**config.mk**
```make
export PLATFORM = sky130hd
export DESIGN_NAME = qtk_level
export DESIGN_NICKNAME = d
export VERILOG_FILES = /design/src/hw/rtl/qtk_pkg.sv /design/src/hw/rtl/qtk_level.sv
export SDC_FILE = /design/constraint.sdc
export NUM_CORES = 1
export LEC_CHECK = 0
export ABC_AREA = 1
export ABC_CLOCK_PERIOD_IN_PS = 8400
export BUFFER_PORTS_ARGS = -buffer_cell sky130_fd_sc_hd__clkbuf_2
export CORE_UTILIZATION = 30
export DETAILED_ROUTE_END_ITERATION = 12
export PLACE_DENSITY = 0.58
export RECOVER_POWER = 25
export SLEW_MARGIN = 10
export SYNTH_ARGS = -nofsm -noshare
export SYNTH_HDL_FRONTEND = slang
export SYNTH_SLANG_ARGS = --single-unit
```
**constraint.sdc**
```tcl
create_clock -name clk -period 8.4 [get_ports clk]
set_input_delay 0.84 -clock clk [delete_from_list [all_inputs] [get_ports clk]]
set_output_delay 0.84 -clock clk [all_outputs]
set_load 0.03 [all_outputs]
```
**src/hw/rtl/qtk_pkg.sv**
```systemverilog
// package for the quadtree tile key pipeline
// widths, fixed point constants, register indexes and the stage record
// no dependencies
package qtk_pkg;

  localparam int FRAC_BITS = 30;
  localparam int COORD_W   = 36;
  localparam int TOL_W     = 30;
  localparam int MAX_DEPTH = 28;
  localparam int DEPTH_W   = 5;
  localparam int KEY_W     = 63;
  localparam int POS_W     = 6;

  typedef logic signed [COORD_W-1:0] coord_t;

  localparam coord_t ONE_FX  = coord_t'(1) <<< FRAC_BITS;
  localparam coord_t HALF_FX = coord_t'(1) <<< (FRAC_BITS - 1);
  localparam coord_t SAT_FX  = coord_t'(8) <<< FRAC_BITS;

  localparam logic [TOL_W-1:0]   HALF_TOL  = TOL_W'(1) << (FRAC_BITS - 1);
  localparam logic [DEPTH_W-1:0] DEPTH_MAX = DEPTH_W'(MAX_DEPTH);
  localparam logic [POS_W-1:0]   TOP_POS   = POS_W'(KEY_W - 2);

  typedef enum logic [0:0] {
    REG_TOLERANCE,
    REG_MAX_LEVEL
  } cfg_reg_t;

  typedef struct packed {
    logic                valid;
    logic                stopped;
    logic [DEPTH_W-1:0]  depth;
    logic [KEY_W-1:0]    key;
    coord_t              x0;
    coord_t              y0;
    coord_t              x1;
    coord_t              y1;
  } stage_t;

endpackage

```
**src/hw/rtl/qtk_level.sv**
```systemverilog
// one quadtree level: saturate, pick a quadrant, recentre and double the box
// registered stage record out; uses qtk_pkg
module qtk_level (
  input  logic                        clk,
  input  logic                        rst,
  input  logic [qtk_pkg::DEPTH_W-1:0] level_index,
  input  logic [qtk_pkg::TOL_W-1:0]   tolerance,
  input  logic [qtk_pkg::DEPTH_W-1:0] limit,
  input  qtk_pkg::stage_t             stage_in,
  output qtk_pkg::stage_t             stage_out
);
  import qtk_pkg::*;

  function automatic coord_t sat(input coord_t v);
    coord_t r;
    if (v > SAT_FX) r = SAT_FX;
    else if (v < -SAT_FX) r = -SAT_FX;
    else r = v;
    return r;
  endfunction

  function automatic coord_t absv(input coord_t v);
    coord_t r;
    r = (v < 0) ? -v : v;
    return r;
  endfunction

  coord_t x0, y0, x1, y1;
  coord_t ax0, ay0, ax1, ay1;
  coord_t bs, ob, neg_ob;
  logic outside, west, east, north, south, hit, advance;
  logic [1:0] q;
  coord_t xh0, xh1, yh0, yh1;
  logic [POS_W-1:0] pos;
  stage_t stage_next;

  always_comb begin
    x0 = sat(stage_in.x0);
    y0 = sat(stage_in.y0);
    x1 = sat(stage_in.x1);
    y1 = sat(stage_in.y1);
    ax0 = absv(x0);
    ay0 = absv(y0);
    ax1 = absv(x1);
    ay1 = absv(y1);
    bs = coord_t'(tolerance);
    ob = ONE_FX + bs;
    neg_ob = -ob;

    outside = (x0 < neg_ob) || (y0 < neg_ob) || (x1 > ob) || (y1 > ob);
    west  = (x1 < bs) && (ax1 < ax0);
    east  = (x0 > -bs) && (ax1 >= ax0);
    north = (y0 > -bs) && (ay1 >= ay0);
    south = (y1 < bs) && (ay1 < ay0);

    hit = 1'b1;
    q = 2'd0;
    if (outside) hit = 1'b0;
    else if (x1 <= 0 && y0 >= 0) q = 2'd0;
    else if (x0 >= 0 && y0 >= 0) q = 2'd1;
    else if (x1 <= 0 && y1 <= 0) q = 2'd2;
    else if (x0 >= 0 && y1 <= 0) q = 2'd3;
    else if (west && north) q = 2'd0;
    else if (east && north) q = 2'd1;
    else if (west && south) q = 2'd2;
    else if (east && south) q = 2'd3;
    else hit = 1'b0;

    advance = stage_in.valid && !stage_in.stopped && (level_index < limit) && hit;

    // q[0] marks east, q[1] marks south
    xh0 = q[0] ? (x0 - HALF_FX) : (x0 + HALF_FX);
    xh1 = q[0] ? (x1 - HALF_FX) : (x1 + HALF_FX);
    yh0 = q[1] ? (y0 + HALF_FX) : (y0 - HALF_FX);
    yh1 = q[1] ? (y1 + HALF_FX) : (y1 - HALF_FX);
    pos = TOP_POS - {level_index, 1'b0};

    stage_next = stage_in;
    if (advance) begin
      stage_next.x0 = xh0 <<< 1;
      stage_next.x1 = xh1 <<< 1;
      stage_next.y0 = yh0 <<< 1;
      stage_next.y1 = yh1 <<< 1;
      stage_next.key = stage_in.key | (KEY_W'(q) << pos);
      stage_next.depth = level_index + DEPTH_W'(1);
    end else begin
      stage_next.stopped = 1'b1;
    end
  end

  always_ff @(posedge clk) begin
    if (rst) begin
      stage_out.valid <= 1'b0;
    end else begin
      stage_out.valid <= stage_in.valid;
    end
    stage_out.stopped <= stage_next.stopped;
    stage_out.depth   <= stage_next.depth;
    stage_out.key     <= stage_next.key;
    stage_out.x0      <= stage_next.x0;
    stage_out.y0      <= stage_next.y0;
    stage_out.x1      <= stage_next.x1;
    stage_out.y1      <= stage_next.y1;
  end

endmodule
```
# [After elaboration in Yosys (flattened, before gate mapping)]
# Cells that the tools add are included.
[word_totals] reg_bits=214 in_bits=256 output_inout_bits=214 elab_cells=114
[classes] n_addsub=17 n_lt_le_gt_ge=29 shifts=1 n_mux=35 bitwise=1 reduce_logical=19
[op_table] op="36-bit two-way mux" n=12
[op_table] op="212-bit two-way mux" n=1
[op_table] op="36-bit by 35-bit greater-than comparator with 1-bit output, second input constant" n=4
[op_table] op="36-bit by 1-bit < comparator with 1-bit output, second input constant" n=4
[op_table] op="36-bit by 34-bit < comparator with 1-bit output, second input constant" n=4
[op_table] op="36-bit < comparator" n=4
[op_table] op="36-bit negator" n=4
[op_table] op="35-bit by 31-bit adder with 35-bit output, second input constant" n=4
[op_table] op="35-bit two-way mux" n=4
[op_table] op="35-bit by 31-bit subtractor with 35-bit output, second input constant" n=4
[op_table] op="36-bit by 1-bit >= comparator with 1-bit output, second input constant" n=2
[op_table] op="36-bit >= comparator" n=2
[op_table] op="36-bit by 33-bit greater-than comparator with 1-bit output" n=2
[op_table] op="36-bit greater-than comparator" n=2
[op_table] op="36-bit by 1-bit less-or-equal comparator with 1-bit output, second input constant" n=2
[op_table] op="36-bit by 31-bit < comparator with 1-bit output" n=2
[op_table] op="63-bit bitwise OR" n=1
[op_table] op="2-bit by 6-bit left shift with 63-bit output" n=1
[op_table] op="30-bit negator with 36-bit output" n=1
[op_table] op="32-bit negator with 36-bit output" n=1
[op_table] op="31-bit by 30-bit adder with 32-bit output, first input constant" n=1
[op_table] op="2-bit two-way mux" n=9
[op_table] op="1-bit logical AND" n=15
[op_table] op="1-bit two-way mux" n=9
[op_table] op="5 further kinds" n=7

# [Logic depth before layout (Yosys ltp)]
# Gate-level depths: netlist of the first run.
[depth] word_depth=20 depth_mapped=52 mapped_depth_nobuf=51

# [Least setup slack after synthesis of the first run]
# No wires, ideal clock.
[synth_path] path_type="input to register" from="input stage_in[105] (netlist name)" to="register stage_out[71] (netlist name)" setup_ps=119 arrival_time_ps=6124 required_ps=8281 path_slack_ps=2156 stages=44 n_path_buf=2 cell_sequence="nand3_1 ha_1 clkbuf_1 clkbuf_1 nor3_1 inv_1 ha_1 inv_1 nor2_1 nand2_1 nor2_1 nand3_1 nor3_1 nand3_1 nand2_1 nand2_1 nand2_1 inv_1 [8 not listed] nand2_1 inv_1 nand2_1 nand2_1 nand2_1 nand2_1 nand2_1 nand2_1 nand2_1 inv_1 ha_1 nand2_1 o21ai_0 a21oi_1 o21bai_1 xor2_1 xnor2_1 o21bai_1"
[synth_lines] item="start: declaration" line="qtk_level.sv:9" rtl="input qtk_pkg::stage_t stage_in,"
[synth_lines] item="end: declaration" line="qtk_level.sv:10" rtl="output qtk_pkg::stage_t stage_out"

==> results of run 1 <==
-- path summary, 6_finish.rpt --
check                      from             end  slack [ps]  depth (start not counted)
setup / recovery   stage_in[33]  stage_out[143]        1160                         42
hold / removal    stage_in[144]  stage_out[144]         350                          1
-- kinds of logic (layout without fill, tap and decap cells) --
group | count (synthesis) | in the layout | share of synthesized area [%]
flops | 214 | 214 | 22.0
compound gates | 427 | 427 | 12.2
simple gates | 1431 | 1431 | 31.6
other cells | 0 | 6 | 0
xor+xnor | 162 | 162 | 7.27
mux | 1 | 1 | 0.0513
fa+ha+maj | 240 | 240 | 15.5
buf+inv | 564 | 1028 | 11.4
-- cells in the final DEF, fill, tap and decap left out, drive strengths merged --
| cell | count |
|---|---|
| nand2 | 705 |
| clkbuf | 505 |
| inv | 478 |
| nor2 | 342 |
| ha | 236 |
| dfxtp | 214 |
| o21ai | 211 |
| nand3 | 210 |
| xor2 | 142 |
| a21oi | 129 |
| nor3 | 69 |
| nand4 | 64 |
| o21bai | 35 |
| buf | 33 |
| nor4 | 25 |
| xnor2 | 20 |
| o41ai | 15 |
| o31ai | 10 |
| o21a | 9 |
| nand3b | 7 |
| diode | 6 |
| o211ai | 5 |
| a31oi | 5 |
| a21o | 5 |
| or2 | 5 |
| clkinv | 5 |
| fa | 4 |
| bufinv | 4 |
| and2 | 3 |
| clkinvlp | 3 |
| mux2i | 1 |
| a41oi | 1 |
| a21boi | 1 |
| nor3b | 1 |
| a211oi | 1 |
-- cell type report --
cell class              instances  area [um^2]
well taps                     855         1070
inverters                     476         1790
clock inverters                14          204
repair buffers                502         2460
fillers                      7111        40700
multi-input cells            2261        13000
flip-flops and latches        214         4280
clock buffers                  36          749
diodes                          6         15.0
-- power groups by stage --
stage	Clock, mW	Sequential [mW]	Combinational (mW)
finish	1.26	1.09	1.32
detailed placement	0	1.11	1.31
floorplan	0	1.23	0.757
global placement	0	1.11	1.30
CTS	1.30	1.09	1.32
global route	1.34	1.10	1.47
-- metrics by stage --
stage | cell area [um^2] | hold WS, ps
global route | 23600 | 323
global placement | 22800 | 943
detailed placement | 22800 | 944
finish | 23600 | 347
CTS | 23700 | 322
floorplan | 19500 | 868
-- routing by layer --
metal  up-vias  wire [um]  GRT usage, %
met1      9647      34000          29.2
met5         -        138             0
met4        24       2580          7.74
met2       674      37900          40.2
met3       141       5380          4.15
li1      10700          -             -
==> qor.txt, run 1 <==
Mapped Area: 19500 um^2
std cell rows: 93
switching pwr: 1.42 mW
dominant synthesized flop cell: dfxtp_1
top post-synthesis cells by area: dfxtp_1 22%, ha_1 15%, nand2_1 14%, inv_1 9.1%, xor2_1 6.4%
Seq/Total Area, Yosys: 22.0%
Max transition margin: 26.3%
Static Leakage: 13.2 nW
syn avg cell area: 6.42 um^2
yosys warns: 0
synthesized net count: 3535
PD cells: 156 nW/um^2
crit path capture type: register
Largest Register: stage_out
Die H: 257 um
vias per inst: 4.86
first-pass GRT wire length: 118000 um
grt ovf: 0
crit path buf inv count: 6
Starting Density: 30.3%
max-cap viol count: 0
Regs by FF count: stage_out (214)
crit path max-delay cell type: ha_1
CTS Sinks: 214
combinational share of power: 35.8%
CTS root buffer: clkbuf_16
drt drc: 0
part of the power in registers: 29.7%
Slew @ Worst Pin: 1100 ps
startpoint types: input port
Pins Over Slew Limit: 0
Yosys reg bits: 214
Initial DRT Pass Iterations: 5
WL/cell: 18.3 um
Syn Inst Count: 3039
Core ar.: 64300 um^2
dpl cells: 4308
async set-or-reset flop fraction in the synthesized netlist: 0%
share of cells above drive strength 1: 13.8%
clock share of power: 34.5%
cts repair resizes: 0
Int Pwr: 2.25 mW
hold-fix buffer count after cts: 0
largest net degree at the start of global routing: 81
Post-CTS Repair Setup Buffers: 0
most frequent cells after synthesis: 703 x nand2_1, 471 x inv_1, 324 x nor2_1
Critical Path RT: 8880 ps
HPWL Detailed: 67700 um
num ports: 470
Setup CP Type: input port to register
CP delay by family, top: simple AND/OR/NAND/NOR gates
RSZ-0062 raised after global routing: no
top cell type's share of synthesized area: 22.0%
post-route setup slack: 1160 ps
GRT Total Usage: 23.4%
clk slew on worst S/H paths: 70 ps
Post-Layout Cell Count: 4364
final hold vios: 0
clock tree from TritonCTS: yes
Final period util: 86.2%
H-tree depth: 1
max reg flops: 214
DP Worst Slack: 710 ps
DRC marker count from the first detailed-route iteration: 1595
layout overhead on the synthesized area: 20.9%
CP Max Fanout: 27
most used cell, CP: nand2_1
Num CTS Buffers: 27
setup violators final: 0
drt total wl: 80000 um
status: completed
fin crit period: 7240 ps
input/output buffers: 469
highest achievable clock rate: 138 MHz
Unique masters post-synth: 49
die area: 66100 um^2
initial antenna violation count: 18
Post-layout nets: 3978
RePlAce Congestion: 0.958
clock buffer depth: 3
vias: 21.2k
cell taking the most area after synthesis: dfxtp_1
EDFF count, synth: 0
Total Power: 3.67 mW
fin util: 36.7%
Worst EP arrival: 7720 ps
top-count cell post-synth: nand2_1
CP max stage delay: 820 ps
DRT antenna net count: 0
Max IR drop VDD: 0.143 mV
vias in the first global route: 20.1k
Die Span X: 257 um
Switching Fraction: 38.8%
Fin Setup TNS: 0 ps
worst min path class: input port to register
Power figures use the tool's default switching activity.
==> run 2: changes to the inputs <==
ABC_AREA = unset   (was 1)
==> qor.txt, run 2 <==
vias in the first global route: 18.0k (-10%)
clock share of power: 32.2% (-2.3 points)
DRT antenna net count: 0 (unchanged)
vias: 19.1k (-10%)
num ports: 470 (unchanged)
std cell rows: 90 (-3.2%)
Int Pwr: 2.10 mW (-6.6%)
CP max stage delay: 630 ps (-190 ps)
crit path max-delay cell type: nor3_1
max reg flops: 214 (unchanged)
Final period util: 92.2% (+6.0 points)
H-tree depth: 1 (unchanged)
top post-synthesis cells by area: dfxtp_1 23%, ha_1 16%, nand2_1 5.4%, o21ai_0 4.3%, xnor2_1 4.0%
hold-fix buffer count after cts: 0 (unchanged)
Yosys reg bits: 214 (unchanged)
synthesized net count: 2790 (-21%)
GRT Total Usage: 25.0% (+1.7 points)
Die Span X: 249 um (-3.0%)
Critical Path RT: 8880 ps (about the same)
Max transition margin: 41.3% (+15 points)
switching pwr: 1.25 mW (-12%)
DRC marker count from the first detailed-route iteration: 1646 (+3.2%)
simple-gate share of the synthesized area: 23.2% (-8.3 points)
part of the power in registers: 32.6% (+2.9 points)
yosys warns: 0 (unchanged)
clk slew on worst S/H paths: 60 ps (about the same)
most common cell after layout, fill and taps aside: clkbuf_2
Regs by FF count: stage_out (214)
input/output buffers: 469 (unchanged)
Mapped Area: 18400 um^2 (-6.0%)
GRT busiest layer: met2
Area after DPL: 21700 um^2 (-4.7%)
Post-Layout Inst Area: 22300 um^2 (-5.3%)
syn avg cell area: 8.00 um^2 (+25%)
multiplexer share of the synthesized area: 7.38% (+7.3 points)
met2 usage: 42.5% (+2.3 points)
drt total wl: 80800 um (+1.0%)
Switching Fraction: 37.3% (-1.5 points)
RSZ-0062 raised after global routing: no
Largest Register: stage_out
clock buffer depth: 3 (unchanged)
met1 track demand over resource: 31.1% (+1.9 points)
Worst EP arrival: 8220 ps (+500 ps)
DP Worst Slack: 238 ps (-472 ps)
most frequent cells in the layout: 363 x clkbuf_2, 263 x nand2_1, 236 x ha_1
Die H: 249 um (-3.0%)
Post-Synth XOR/XNOR Area: 6.01% (-1.3 points)
first-pass GRT wire length: 117000 um (-1.2%)
setup violators final: 0 (unchanged)
PD cells: 150 nW/um^2 (-3.7%)
async set-or-reset flop fraction in the synthesized netlist: 0% (unchanged)
EDFF count, synth: 0 (unchanged)
top-count cell post-synth: nand2_1
Pins Over Slew Limit: 0 (unchanged)
met3 capacity usage during global routing: 5.17% (+1.0 points)
Slew @ Worst Pin: 881 ps (-216 ps)
WL/cell: 22.7 um (+24%)
Starting Density: 30.4% (+0.075 points)
initial antenna violation count: 9 (-9)
crit path capture type: register
cts repair resizes: 0 (unchanged)
share of cells above drive strength 1: 21.0% (+7.2 points)
Core ar.: 60400 um^2 (-6.2%)
RePlAce Congestion: 0.968 (+1.1%)
Syn Inst Count: 2294 (-25%)
startpoint types: input port
most frequent cells after synthesis: 263 x nand2_1, 236 x ha_1, 214 x dfxtp_1
die area: 62200 um^2 (-5.9%)
worst min path class: input port to register
Post-layout nets: 3249 (-18%)
final hold vios: 0 (unchanged)
top cell type's share of synthesized area: 23.3% (+1.4 points)
dominant synthesized flop cell: dfxtp_1
largest family of logic cells by synthesized area: simple AND/OR/NAND/NOR gates
CTS root buffer: clkbuf_16
largest net degree at the start of global routing: 57 (-30%)
highest achievable clock rate: 129 MHz (-6.5%)
drt drc: 0 (unchanged)
CP Max Fanout: 11 (-59%)
vias per inst: 5.38 (+11%)
CTS Sinks: 214 (unchanged)
Num CTS Buffers: 25 (-7.4%)
cell taking the most area after synthesis: dfxtp_1
Initial DRT Pass Iterations: 5 (unchanged)
combinational share of power: 35.2% (-0.6 points)
Post-CTS Repair Setup Buffers: 0 (unchanged)
Setup CP Type: input port to register
HPWL Detailed: 67900 um (+0.28%)
max-cap viol count: 0 (unchanged)
post-synthesis adder-cell area fraction: 16.5% (+0.99 points)
clock tree from TritonCTS: yes
Unique masters post-synth: 88 (+80%)
status: completed
post-route setup slack: 658 ps (-504 ps)
Max IR drop VDD: 0.124 mV (-14%)
Fin Setup TNS: 0 ps (unchanged)
fin crit period: 7740 ps (+504 ps)
Static Leakage: 10.2 nW (-23%)
post-synthesis compound-gate area fraction: 19.4% (+7.1 points)
layout overhead on the synthesized area: 21.7%
Seq/Total Area, Yosys: 23.3% (+1.4 points)
grt ovf: 0 (unchanged)
[run 2: routing by layer]
metal,up-vias,share of wire [%]
met4,14,3.6
met1,8861,42
li1,9232,-
met3,147,7.8
met5,-,0.12
met2,845,47
[run 2: per-stage QoR]
stage	utilization [%]	total power, mW	instances	hold WS [ps]
6_report	37.0	3.35	3553	384
3_5_place_dp	35.9	2.28	3508	945
2_1_floorplan	-	1.85	2294	868
5_1_grt	37.0	3.54	3552	352
3_3_place_gp	35.9	2.28	3508	942
4_1_cts	37.2	3.37	3552	343
[run 2: worst paths after layout]
check / start / endpoint / slack (ps) / cells past startpoint
worst max-delay path: stage_in[8] / stage_out[143] / 660 / 33
worst min-delay path: stage_in[144] / stage_out[144] / 380 / 1
[run 2: power by group through the flow]
stage / Sequential, mW / Combinational, mW / Clock [mW]
2_1_floorplan: 1.23 / 0.623 / 0
3_3_place_gp: 1.11 / 1.16 / 0
3_5_place_dp: 1.11 / 1.16 / 0
4_1_cts: 1.09 / 1.17 / 1.11
5_1_grt: 1.10 / 1.28 / 1.16
6_report: 1.09 / 1.18 / 1.08
[run 2: cell type report]
type / instances / area [um^2]
multi-input cells: 1900 / 13300
clock inverters: 8 / 77.6
clock buffers: 36 / 707
repair buffers: 514 / 2590
diodes: 1 / 2.50
flip-flops and latches: 214 / 4280
well taps: 782 / 978
inverters: 98 / 368
fillers: 6358 / 38000
[run 2: cells by family (layout without fill, tap and decap cells)]
logic type / count (synthesis) / count (layout)
multiplexers: 105 / 105
AND/OR/NAND/NOR: 866 / 866
other: 0 / 1
XOR/XNOR: 126 / 126
buffers and inverters: 180 / 656
flip-flops: 214 / 214
AO/OA/AOI/OAI: 563 / 563
adder cells (fa/ha/maj): 240 / 240
[run 2: worst max-delay path: cells and delay by family]
family,cells,cell delay (ps)
AND/OR/NAND/NOR,13,3130
AO/OA/AOI/OAI,13,2570
adder cells (fa/ha/maj),3,890
buffers and inverters,3,600
XOR/XNOR,1,150
==> run 3: changes to the inputs <==
CORE_UTILIZATION = 35   (was 30)
PLACE_DENSITY = 0.65   (was 0.58)
==> qor.txt, run 3 (same netlist as run 2, synthesis figures left out) <==
fillcell total: 5307 (-17%)
drt total wl: 81900 um (+1.4%)
share of cells above drive strength 1: 21.3% (+0.34 points)
CTS root buffer: clkbuf_16
Fin Setup TNS: 0 ps (unchanged)
crit path buf inv count: 3 (unchanged)
Slew @ Worst Pin: 901 ps (+20.5 ps)
std cell rows: 83 (-7.8%)
Final period util: 92.7% (+0.52 points)
grt ovf: 0 (unchanged)
hold-fix buffer count after cts: 0 (unchanged)
input/output buffers: 469 (unchanged)
crit path capture type: register
Post-layout nets: 3254 (+0.15%)
Max transition margin: 39.9% (-1.4 points)
Worst Hold End: stage_out[144]
Die H: 231 um (-7.4%)
max reg flops: 214 (unchanged)
Worst EP arrival: 8290 ps (+70 ps)
most common cell after layout, fill and taps aside: clkbuf_2
Int Pwr: 2.21 mW (+5.3%)
WL/cell: 23.6 um (+3.9%)
CTS Sinks: 214 (unchanged)
dpl cells: 3410 (-2.8%)
Initial DRT Pass Iterations: 6 (+1)
Post-CTS Repair Setup Buffers: 0 (unchanged)
largest net degree at the start of global routing: 63 (+11%)
Post-Layout Cell Count: 3467 (-2.4%)
final hold vios: 0 (unchanged)
HPWL Detailed: 68200 um (+0.54%)
RSZ-0062 raised after global routing: no
Die Span X: 231 um (-7.4%)
DP Worst Slack: 180 ps (-58.0 ps)
layout overhead on the synthesized area: 21.8% (about the same)
clock buffer depth: 3 (unchanged)
Static Leakage: 10.2 nW (+0.72%)
worst hold stages: 1 (unchanged)
min-delay src: stage_in[144]
Critical Path RT: 8900 ps (+20 ps)
cts repair resizes: 0 (unchanged)
CP delay by family, top: simple AND/OR/NAND/NOR gates
post-route setup slack: 614 ps (-43.9 ps)
DRT antenna net count: 0 (unchanged)
combinational share of power: 34.3% (-0.9 points)
GRT Total Usage: 29.3% (+4.3 points)
clock share of power: 34.6% (+2.4 points)
Regs by FF count: stage_out (214)
DRC marker count from the first detailed-route iteration: 1531 (-7.0%)
Starting Density: 35.6% (+5.2 points)
PD cells: 157 nW/um^2 (+4.6%)
first-pass GRT wire length: 118000 um (+0.39%)
RePlAce Congestion: 0.988 (+2.0%)
CP max stage delay: 650 ps (+20 ps)
setup violators final: 0 (unchanged)
Max IR drop VDD: 0.161 mV (+30%)
highest achievable clock rate: 128 MHz (-0.56%)
max-cap viol count: 0 (unchanged)
vias per inst: 5.64 (+5.0%)
minimum hold slack: 382 ps (-1.28 ps)
Setup CP Type: input port to register
H-tree depth: 1 (unchanged)
crit path max-delay cell type: or4_1
Total Power: 3.50 mW (+4.7%)
switching pwr: 1.29 mW (+3.8%)
Largest Register: stage_out
worst min path class: input port to register
die area: 53400 um^2 (-14%)
fin crit period: 7790 ps (+43.9 ps)
part of the power in registers: 31.2% (-1.4 points)
drt drc: 0 (unchanged)
num ports: 470 (unchanged)
Core ar.: 51500 um^2 (-15%)
Switching Fraction: 36.9% (-0.33 points)
most frequent cells in the layout: 363 x clkbuf_2, 263 x nand2_1, 236 x ha_1
initial antenna violation count: 10 (+1)
status: completed
Num CTS Buffers: 26 (+4.0%)
CP Max Fanout: 14 (+3)
most used cell, CP: o21ai_0
vias: 19.6k (+2.4%)
startpoint types: input port
clk slew on worst S/H paths: 70 ps (about the same)
clock tree from TritonCTS: yes
vias in the first global route: 18.7k (+3.6%)
Pins Over Slew Limit: 0 (unchanged)
[run 3: cell types whose count changed in the layout (fill, tap and decap cells not counted), moves of 2 or more]
cell	change
buf_12	-2
buf_4	+6
bufinv_16	+2
clkbuf_1	-3
clkbuf_16	+2
diode_2	+8
[run 3: per-stage QoR]
stage	instance area, um^2	utilization, %
floorplan	18400	-
global placement	21600	41.9
detailed placement	21600	41.9
CTS	22500	43.6
global route	22400	43.4
finish	22400	43.4
[run 3: worst max-delay path by stage]
stage | cells after the start | to | startpoint
3_3_place_gp | 30 | stage_out[71] | stage_in[110]
3_5_place_dp | 30 | stage_out[71] | stage_in[110]
5_1_grt | 31 | stage_out[71] | stage_in[74]
4_1_cts | 30 | stage_out[71] | stage_in[110]
6_report | 32 | stage_out[143] | stage_in[110]
2_1_floorplan | 31 | stage_out[71] | stage_in[135]
[run 3: cell type report]
cell class	count	area, um^2	share of cell area [%]
Sequential cell	214	4280	19.2
Antenna cell	9	22.5	0.101
Inverter	98	368	1.65
Timing Repair Buffer	518	2590	11.6
Tap cell	680	851	3.81
Multi-Input combinational cell	1900	13300	59.6
Clock buffer	35	746	3.34
Clock inverter	13	161	0.722
[run 3: power by group through the flow]
stage	sequential, mW	clock, mW	combinational, mW
CTS	1.09	1.24	1.19
detailed placement	1.11	0	1.18
floorplan	1.23	0	0.623
global placement	1.11	0	1.16
global route	1.10	1.28	1.30
finish	1.09	1.21	1.20
[run 3: layer usage]
layer  GRT usage, %  share of wire [%]
met2           49.9                 47
met4           10.4                3.3
met1           36.7                 41
met3           5.34                8.1
met5              0              0.052
